File: src/design/ctih_pkg.sv
// ----------------------------------------------------------------------------
// ctih_pkg
// Shared types and constants of the character trigram hash indexer: field
// widths, the register map and the word that moves along the divider chain.
// ----------------------------------------------------------------------------
package ctih_pkg;

  // Field widths fixed by the interface.
  localparam int unsigned BYTE_W  = 8;
  localparam int unsigned WORD_W  = 32;
  localparam int unsigned CODE_W  = 6;
  localparam int unsigned PADDR_W = 3;

  // The trigram hash never exceeds 36 * (1 + 37 + 1369) = 50652, so the hash,
  // the modulus and every partial remainder fit in sixteen bits.
  localparam int unsigned HASH_W   = 16;
  localparam int unsigned FULL_DIM = 50653;
  localparam int unsigned HASH_MAX = FULL_DIM - 1;
  localparam int unsigned WEIGHT_1 = 37;
  localparam int unsigned WEIGHT_2 = 1369;

  // One divider cell for each dividend bit.
  localparam int unsigned NUM_CELLS = HASH_W;

  // Register map, indexed by word address.
  typedef enum logic {
    REG_MAX_DIM      = 1'b0,
    REG_START_OFFSET = 1'b1
  } ctih_reg_t;

  // Word handed from one divider cell to the next.
  typedef struct packed {
    logic              valid;
    logic              done;
    logic [HASH_W-1:0] rem;
    logic [HASH_W-1:0] num;
  } ctih_slot_t;

endpackage

File: src/design/ctih_if.sv
// ----------------------------------------------------------------------------
// ctih_if
// Valid/ready channels of the trigram hash indexer: the text byte channel and
// the feature index channel.
// ----------------------------------------------------------------------------

// Text byte channel.
interface ctih_in_if
  import ctih_pkg::*;
  ();
  logic              valid;
  logic              ready;
  logic [BYTE_W-1:0] text_byte;
  logic              string_end;

  modport source (output valid, output text_byte, output string_end, input ready);
  modport sink   (input valid, input text_byte, input string_end, output ready);
endinterface

// Feature index channel.
interface ctih_out_if
  import ctih_pkg::*;
  ();
  logic              valid;
  logic              ready;
  logic [WORD_W-1:0] feature_index;
  logic              string_done;

  modport source (output valid, output feature_index, output string_done, input ready);
  modport sink   (input valid, input feature_index, input string_done, output ready);
endinterface

File: src/design/ctih_window.sv
// ----------------------------------------------------------------------------
// ctih_window
// Front stage: maps each byte to its code, keeps the two previous codes of the
// current string and forms the weighted trigram sum for the divider chain.
// ----------------------------------------------------------------------------
module ctih_window
  import ctih_pkg::*;
(
  input  logic              clk,
  input  logic              rst_n,
  input  logic              accept,
  input  logic [BYTE_W-1:0] text_byte,
  input  logic              string_end,
  input  logic              en,
  output ctih_slot_t        slot_o
);

  logic [CODE_W-1:0] older_r, older_nxt;
  logic [CODE_W-1:0] newer_r, newer_nxt;
  logic [1:0]        seen_r, seen_nxt;
  ctih_slot_t        slot_r, slot_nxt;
  logic [CODE_W-1:0] code;
  logic [HASH_W-1:0] hash;

  // Space, digits and letters get their own codes; anything else reads as space.
  function automatic logic [CODE_W-1:0] byte_code(input logic [BYTE_W-1:0] b);
    logic [CODE_W-1:0] c;
    c = '0;
    priority if (b >= 8'd48 && b <= 8'd57) begin
      c = CODE_W'(b - 8'd47);
    end else if (b >= 8'd65 && b <= 8'd90) begin
      c = CODE_W'(b - 8'd54);
    end else if (b >= 8'd97 && b <= 8'd122) begin
      c = CODE_W'(b - 8'd86);
    end else begin
      c = '0;
    end
    return c;
  endfunction

  assign code = byte_code(text_byte);
  assign hash = HASH_W'(older_r) + HASH_W'(newer_r) * HASH_W'(WEIGHT_1)
              + HASH_W'(code) * HASH_W'(WEIGHT_2);

  // Window update: shift in the new code, or clear at the end of a string.
  always_comb begin
    older_nxt = older_r;
    newer_nxt = newer_r;
    seen_nxt  = seen_r;
    if (accept) begin
      if (string_end) begin
        older_nxt = '0;
        newer_nxt = '0;
        seen_nxt  = '0;
      end else begin
        older_nxt = newer_r;
        newer_nxt = code;
        seen_nxt  = seen_r[1] ? seen_r : seen_r + 2'd1;
      end
    end
  end

  // A word enters the chain from the third byte of a string on.
  always_comb begin
    slot_nxt.valid = accept && seen_r[1];
    slot_nxt.done  = string_end;
    slot_nxt.rem   = '0;
    slot_nxt.num   = hash;
  end

  always_ff @(posedge clk) begin
    if (!rst_n) begin
      older_r <= '0;
      newer_r <= '0;
      seen_r  <= '0;
    end else begin
      older_r <= older_nxt;
      newer_r <= newer_nxt;
      seen_r  <= seen_nxt;
    end
  end

  // Output stage register; only the valid bit needs a reset.
  always_ff @(posedge clk) begin
    if (!rst_n) begin
      slot_r.valid <= 1'b0;
    end else if (en) begin
      slot_r <= slot_nxt;
    end
  end

  assign slot_o = slot_r;

endmodule

File: src/design/ctih_cell.sv
// ----------------------------------------------------------------------------
// ctih_cell
// One restoring division step: brings down the next dividend bit and subtracts
// the modulus where it fits, then hands the word to the next cell.
// ----------------------------------------------------------------------------
module ctih_cell
  import ctih_pkg::*;
(
  input  logic              clk,
  input  logic              rst_n,
  input  logic              en,
  input  logic [HASH_W-1:0] modulus,
  input  ctih_slot_t        slot_i,
  output ctih_slot_t        slot_o
);

  ctih_slot_t      slot_r, slot_nxt;
  logic [HASH_W:0] trial;
  logic [HASH_W:0] diff;

  // Trial subtraction of the modulus from the shifted partial remainder.
  assign trial = {slot_i.rem, slot_i.num[HASH_W-1]};
  assign diff  = trial - {1'b0, modulus};

  always_comb begin
    slot_nxt.valid = slot_i.valid;
    slot_nxt.done  = slot_i.done;
    slot_nxt.rem   = diff[HASH_W] ? trial[HASH_W-1:0] : diff[HASH_W-1:0];
    slot_nxt.num   = {slot_i.num[HASH_W-2:0], 1'b0};
  end

  always_ff @(posedge clk) begin
    if (!rst_n) begin
      slot_r.valid <= 1'b0;
    end else if (en) begin
      slot_r <= slot_nxt;
    end
  end

  assign slot_o = slot_r;

endmodule

File: src/design/char_trigram_hash_indexer_core.sv
// ----------------------------------------------------------------------------
// char_trigram_hash_indexer_core
// Character trigram feature hasher: one text byte in per word, one feature
// index out for each trigram, reduced modulo min(50653, max_dim), zero read as one, by a
// chain of division cells and offset by start_offset.
//
//   Channel   Direction  Handshake          Word
//   in_word   input      valid / ready      text_byte, string_end
//   out_word  output     valid / ready      feature_index, string_done
//   APB       input      psel/penable/...   max_dim (0x0), start_offset (0x4)
//
// A byte word is taken in every cycle unless a stalled output has filled the chain;
// a feature index passes through the window stage, sixteen division cells and the
// offset register. The sixteen-cell divider chain takes one dividend bit a cell.
// Reset is synchronous: it empties the chain and the window and sets
// max_dim to 50653 and start_offset to 0.
// Each stage holds while the one after it is full and stalled; empty stages
// are filled up behind a stalled output, so short strings leave no gaps.
// ----------------------------------------------------------------------------
module char_trigram_hash_indexer_core
  import ctih_pkg::*;
(
  input  logic               clk,
  input  logic               rst_n,
  ctih_in_if.sink            in_word,
  ctih_out_if.source         out_word,
  input  logic               psel,
  input  logic               penable,
  input  logic               pwrite,
  input  logic [PADDR_W-1:0] paddr,
  input  logic [WORD_W-1:0]  pwdata,
  output logic [WORD_W-1:0]  prdata,
  output logic               pready
);

  logic [WORD_W-1:0] max_dim_r;
  logic [WORD_W-1:0] start_offset_r;
  logic [HASH_W-1:0] mod_r, mod_nxt;
  ctih_reg_t         reg_sel;
  logic              cfg_wr;

  ctih_slot_t        slot [NUM_CELLS+1];
  logic              cell_en [NUM_CELLS];
  logic              win_en;
  logic              in_fire;

  logic              out_valid_r;
  logic [WORD_W-1:0] out_index_r;
  logic              out_done_r;
  logic              out_en;

  // Register access decode.
  assign pready  = 1'b1;
  assign reg_sel = ctih_reg_t'(paddr[PADDR_W-1]);
  assign cfg_wr  = psel && penable && pwrite;

  always_comb begin
    unique case (reg_sel)
      REG_MAX_DIM:      prdata = max_dim_r;
      REG_START_OFFSET: prdata = start_offset_r;
      default:          prdata = '0;
    endcase
  end

  // Effective modulus: the smaller of max_dim and the full table, zero as one.
  always_comb begin
    priority if (pwdata == '0) begin
      mod_nxt = HASH_W'(1);
    end else if (pwdata < WORD_W'(FULL_DIM)) begin
      mod_nxt = pwdata[HASH_W-1:0];
    end else begin
      mod_nxt = HASH_W'(FULL_DIM);
    end
  end

  always_ff @(posedge clk) begin
    if (!rst_n) begin
      max_dim_r      <= WORD_W'(FULL_DIM);
      mod_r          <= HASH_W'(FULL_DIM);
      start_offset_r <= '0;
    end else if (cfg_wr) begin
      unique case (reg_sel)
        REG_MAX_DIM: begin
          max_dim_r <= pwdata;
          mod_r     <= mod_nxt;
        end
        REG_START_OFFSET: begin
          start_offset_r <= pwdata;
        end
        default: begin
        end
      endcase
    end
  end

  // Stage enables: a stage moves when the one after it is empty or moving.
  assign out_en = !out_valid_r || out_word.ready;

  always_comb begin
    for (int k = NUM_CELLS - 1; k >= 0; k--) begin
      if (k == NUM_CELLS - 1) begin
        cell_en[k] = !slot[k+1].valid || out_en;
      end else begin
        cell_en[k] = !slot[k+1].valid || cell_en[k+1];
      end
    end
  end

  assign win_en        = !slot[0].valid || cell_en[0];
  assign in_word.ready = win_en;
  assign in_fire       = in_word.valid && win_en;

  // Byte window and hash.
  ctih_window u_window (
    .clk        (clk),
    .rst_n      (rst_n),
    .accept     (in_fire),
    .text_byte  (in_word.text_byte),
    .string_end (in_word.string_end),
    .en         (win_en),
    .slot_o     (slot[0])
  );

  // Division chain, one cell a dividend bit.
  for (genvar k = 0; k < NUM_CELLS; k++) begin : g_cell
    ctih_cell u_cell (
      .clk     (clk),
      .rst_n   (rst_n),
      .en      (cell_en[k]),
      .modulus (mod_r),
      .slot_i  (slot[k]),
      .slot_o  (slot[k+1])
    );
  end

  // Output register: remainder plus offset.
  always_ff @(posedge clk) begin
    if (!rst_n) begin
      out_valid_r <= 1'b0;
    end else if (out_en) begin
      out_valid_r <= slot[NUM_CELLS].valid;
    end
  end

  always_ff @(posedge clk) begin
    if (out_en) begin
      out_index_r <= WORD_W'(slot[NUM_CELLS].rem) + start_offset_r;
      out_done_r  <= slot[NUM_CELLS].done;
    end
  end

  assign out_word.valid         = out_valid_r;
  assign out_word.feature_index = out_index_r;
  assign out_word.string_done   = out_done_r;

  // The weighted trigram sum never reaches the full table size.
  a_hash_bound: assert property (@(posedge clk) disable iff (!rst_n)
    slot[0].valid |-> slot[0].num <= HASH_W'(HASH_MAX))
    else $error("trigram sum above the table size");

  // A result only appears when the last cell held a word the cycle before.
  a_out_source: assert property (@(posedge clk) disable iff (!rst_n)
    $rose(out_valid_r) |-> $past(slot[NUM_CELLS].valid))
    else $error("result word without a word in the last cell");

  // The input is only held off while the front stage is full.
  a_in_stall: assert property (@(posedge clk) disable iff (!rst_n)
    !in_word.ready |-> slot[0].valid)
    else $error("input stalled with an empty front stage");

endmodule

File: src/flat_wrapper.sv
// flat-port wrapper written by rule: the top's interface ports become plain ports
module char_trigram_hash_indexer_core_flat import ctih_pkg::*;
  (clk, rst_n, psel, penable, pwrite, paddr, pwdata, prdata, pready, in_word_valid, in_word_text_byte, in_word_string_end, in_word_ready, out_word_valid, out_word_feature_index, out_word_string_done, out_word_ready);
  ctih_in_if in_word_i ();
  ctih_out_if out_word_i ();
  input  logic clk;
  input  logic rst_n;
  input  logic psel;
  input  logic penable;
  input  logic pwrite;
  input  logic [PADDR_W-1:0] paddr;
  input  logic [WORD_W-1:0] pwdata;
  output logic [WORD_W-1:0] prdata;
  output logic pready;
  input wire logic [$bits(in_word_i.valid)-1:0] in_word_valid;
  input wire logic [$bits(in_word_i.text_byte)-1:0] in_word_text_byte;
  input wire logic [$bits(in_word_i.string_end)-1:0] in_word_string_end;
  output wire logic [$bits(in_word_i.ready)-1:0] in_word_ready;
  output wire logic [$bits(out_word_i.valid)-1:0] out_word_valid;
  output wire logic [$bits(out_word_i.feature_index)-1:0] out_word_feature_index;
  output wire logic [$bits(out_word_i.string_done)-1:0] out_word_string_done;
  input wire logic [$bits(out_word_i.ready)-1:0] out_word_ready;
  assign in_word_i.valid = in_word_valid;
  assign in_word_i.text_byte = in_word_text_byte;
  assign in_word_i.string_end = in_word_string_end;
  assign in_word_ready = in_word_i.ready;
  assign out_word_valid = out_word_i.valid;
  assign out_word_feature_index = out_word_i.feature_index;
  assign out_word_string_done = out_word_i.string_done;
  assign out_word_i.ready = out_word_ready;
  char_trigram_hash_indexer_core u_core (.clk(clk), .rst_n(rst_n), .in_word(in_word_i), .out_word(out_word_i), .psel(psel), .penable(penable), .pwrite(pwrite), .paddr(paddr), .pwdata(pwdata), .prdata(prdata), .pready(pready));
endmodule
File: config.mk
export PLATFORM = sky130hd
export DESIGN_NAME = char_trigram_hash_indexer_core_flat
export DESIGN_NICKNAME = d
export VERILOG_FILES = /design/src/design/ctih_pkg.sv /design/src/design/ctih_if.sv /design/src/design/ctih_window.sv /design/src/design/ctih_cell.sv /design/src/design/char_trigram_hash_indexer_core.sv /design/src/flat_wrapper.sv
export SDC_FILE = /design/constraint.sdc
export NUM_CORES = 1
export LEC_CHECK = 0
export BUFFER_PORTS_ARGS = -buffer_cell sky130_fd_sc_hd__clkbuf_2
export CORE_MARGIN = 8
export CORE_UTILIZATION = 40
export CTS_CLUSTER_DIAMETER = 80
export CTS_CLUSTER_SIZE = 20
export DETAILED_ROUTE_END_ITERATION = 8
export GPL_TIMING_DRIVEN = 0
export PLACE_DENSITY = 0.55
export RECOVER_POWER = 100
export SLEW_MARGIN = 20
export SYNTH_ARGS = -nofsm -noshare
export SYNTH_HDL_FRONTEND = slang
export SYNTH_SLANG_ARGS = --single-unit
File: constraint.sdc
create_clock -name clk -period 6.69 [get_ports clk]
set_input_delay 1.0035 -clock clk [delete_from_list [all_inputs] [get_ports clk]]
set_output_delay 1.0035 -clock clk [all_outputs]
set_load 0.02 [all_outputs]
==> flow_metrics.py <==
metrics = {
    "run_status": {
        "outcome": "complete, but fails checks",
        "violations": "capacitance limit, slew limit",
    },
    "floorplanning": {
        "die_x_um": 311,
        "ios": 119,
        "die_h_um": 311,
        "num_rows": 108,
        "die-area_um2": 96800,
        "start_util_pct": 40.3,
        "core-area_um2": 86500,
    },
    "grt": {
        "grt_max_degree": 34,
        "grt_pass1_wl_um": 127000,
        "antenna_found_initial": 3,
        "grt.overflow.total": 0,
        "grt_usage_pct": 16.0,
        "grt_pass1_vias": 23800,
    },
    "power": {
        "ir_drop_mv": 0.313,
        "p_comb_share_pct": 45.9,
        "switchingPower_mw": 5.22,
        "p_clk_share_pct": 17.0,
        "p_sw_share_pct": 35.5,
        "p_per_area_nw_per_um2": 388,
        "power_mw": 14.7,
        "seqPwrFrac_pct": 37.1,
        "p_leak_nw": 15.1,
        "internal_power_mw": 9.48,
    },
    "synth": {
        "synth_cell_types": 87,
        "ys_ff_latch": 554,
        "synth_edf_count": 442,
        "yosysSeqAreaShare_pct": 44.5,
        "synth.avg_cell_area_um2": 10.8,
        "netlist_area_um2": 34800,
        "synthCells": 3217,
        "yosys_most_used_dff": "edfxtp_1",
        "async_flop_share_pct": 0,
        "yosysWarnings": 0,
    },
    "route": {
        "top_layer_used": "met5",
        "ant_nets": 0,
        "vias": 24000,
        "drcViolationCount": 0,
        "route.met3.wl_um": 3270,
        "wl_per_cell_um": 17.5,
        "drt_iter0_markers": 1474,
        "wl_met1_um": 37300,
        "firstDrtPassIters": 5,
        "vias_per_cell": 5.24,
        "routed-wl-met2_um": 37700,
        "wl_um": 79900,
    },
    "placed_design": {
        "place_congestion": 0.851,
        "pre_cts_slack_ns": -0.665,
        "dp_hpwl_um": 58700,
        "io_buffers": 112,
    },
    "sta": {
        "post-route-period-util_pct": 95.2,
        "setup_viol": 0,
        "final.setup.worst_slack_ns": 0.320,
        "relSlewSlack_pct": -44.7,
        "slew_violations": 106,
        "min_period_ns": 6.37,
        "fmax_mhz": 157,
        "hold_violations": 0,
        "fin_skew_ns": 0.0162,
        "max_slew.worst_pin.slew_ns": 2.17,
        "rsz0062_at_grt": "false",
    },
    "clock_tree": {
        "numCtsBuffers": 39,
        "clock-sinks": 554,
        "cts_root_buffer": "clkbuf_16",
        "clock_path_buffers": 3,
        "cts.clk_slew.worst_paths_ns": 0.08,
        "cts_hold_buf": 0,
        "cts_max_level": 2,
        "cts_tree": "done",
        "insertion_delay_ns": 0.58,
    },
    "cells_and_area": {
        "area_growth_pct": 8.88,
        "layout-drive-gt1-share_pct": 9.53,
        "final_nets": 3811,
    },
    "critical_path": {
        "worstPathArrival_ns": 6.69,
        "worstSetupPathType": "input port to register",
        "cp_max_fo": 7,
        "critPathLaunchType": "input port",
        "worst_setup_path_end_kind": "register",
        "critical_path_required_ns": 7.01,
    },
    "flow_run": {
        "cap_violations": 5,
    },
    "worst_hold_path": {
        "min_path_type": "register to register",
    },
}
[worst paths after layout]
path	start	endpoint	slack, ns	cells after the start
worst min-delay path	u_core.g_cell[5].u_cell.slot_o[11]$_DFFE_PP_	u_core.g_cell[6].u_cell.slot_o[12]$_DFFE_PP_	0.41	0
worst min register to register	u_core.g_cell[5].u_cell.slot_o[11]$_DFFE_PP_	u_core.g_cell[6].u_cell.slot_o[12]$_DFFE_PP_	0.41	0
worst max register to register	u_core.mod_r[0]$_SDFFE_PN1P_	u_core.g_cell[10].u_cell.slot_o[27]$_DFFE_PP_	1.27	11
worst max-delay path	in_word_text_byte[1]	u_core.u_window.slot_o[15]$_DFFE_PP_	0.32	24
[sequential cells by signal (all words and copies together), names as in the netlist]
name                           count
u_core.out_word.string_done        1
u_core.mod_r                      16
u_core.u_window.older_r            6
u_core.start_offset_r             32
u_core.out_word.feature_index     32
u_core.out_word.valid              1
u_core.u_window.seen_r             2
u_core.g_cell.u_cell.slot_o      408
u_core.u_window.slot_o            18
u_core.max_dim_r                  32
u_core.u_window.newer_r            6
[cells by family after synthesis]
kind of cell,synth area share [%]
XOR/XNOR,5.48
other,0.0216
multiplexers,7.42
flip-flops,44.5
adder cells (fa/ha/maj),14.2
buffers and inverters,2.85
AO/OA/AOI/OAI,12.7
AND/OR/NAND/NOR,12.7
[per-stage QoR]
stage	setup TNS, ns	instances	hold WS (ns)	util, %	instance area (um2)
3_3_place_gp	-1.95	4490	0.402	42.6	36900
2_1_floorplan	0	3223	0.400	-	34900
4_1_cts	0	4573	0.417	44.5	38500
6_report	0	4576	0.415	43.9	37900
5_1_grt	0	4576	0.423	43.9	37900
3_5_place_dp	-2.18	4504	0.405	43.0	37200
[cells in the mapped netlist, types with 20 or more instances]
cell type    n  area [um2]
nor2_1     221         830
a21boi_0    20         150
nor2b_1     63         394
nor3_1      83         415
fa_1        46         921
a21o_1      40         300
xnor2_1    153        1340
a21oi_1    242        1210
nand2b_1    42         263
dfxtp_1    112        2240
o21a_1      69         518
xor2_1      63         552
o211ai_1    27         203
or3_1       47         294
a31oi_1     37         231
nand3_1     66         330
inv_1      176         661
o31ai_1     23         173
edfxtp_1   442       13300
ha_1       323        4040
mux2i_1     32         320
and3_1      38         238
clkbuf_1    35         131
mux2_2     182        2050
nand2_1    263         987
o21ai_0    105         526
[layout make-up]
class / count / area (um2)
tap: 1155 / 1450
antenna: 2 / 5.00
sequential: 554 / 15500
multi-input combinational: 2424 / 18200
timing repair buffer: 127 / 559
clock buffer: 51 / 1080
fill: 8418 / 48500
buffer: 66 / 251
inverter: 179 / 673
clock inverter: 18 / 184
[repair_timing]
item | 4_1_cts | 5_1_grt
buffers inserted | 0 | 1
endpoints found under the setup margin | 1 | 3
gates resized for setup | 1 | 6
hold endpoints to repair | 0 | 0
[worst max-delay path: stages]
cell	delay, ns
clkbuf_2	0.17
inv_1	0.08
ha_1	0.19
nand2b_1	0.14
or4_1	0.44
nand4b_1	0.26
o21ai_1	0.24
ha_1	0.35
inv_1	0.05
fa_1	0.48
fa_1	0.52
inv_1	0.05
fa_1	0.47
inv_1	0.05
fa_1	0.53
inv_1	0.04
ha_1	0.32
inv_1	0.06
o21ai_0	0.13
a31oi_1	0.36
o211ai_1	0.20
a31o_2	0.26
a21o_1	0.18
xnor2_1	0.13
[metal layers]
metal,GRT usage (%),up-vias
met2,27.2,323
met1,21.3,11400
met4,3.95,2
met3,2.60,91
met5,0,-
li1,-,12200
[power groups by stage]
stage / Sequential [mW] / Combinational [mW] / Clock, mW
floorplan: 5.41 / 5.63 / 0
global placement: 5.54 / 6.91 / 0
detailed placement: 5.54 / 6.97 / 0
CTS: 5.46 / 7.03 / 2.61
global route: 5.55 / 7.60 / 2.72
finish: 5.45 / 6.75 / 2.50
[placed cells by master (no fill, tap or decap), types with 24 or more instances in the layout]
cell type,count
fa_1,46
a21oi_1,242
nand3_1,67
or3_1,47
a31oi_1,39
dfxtp_1,111
nand2_1,264
xnor2_1,153
o21ai_0,104
ha_1,323
nand2b_1,42
clkbuf_16,42
a21boi_0,24
and3_1,38
inv_1,163
edfxtp_1,442
mux2_1,42
o211ai_1,30
a21o_1,40
clkbuf_1,149
mux2i_1,33
nor2_1,221
o21a_1,69
xor2_1,64
nor2b_1,63
nor3_1,83
o31ai_1,26
clkbuf_2,50
mux2_2,158
Power figures use the tool's default switching activity.
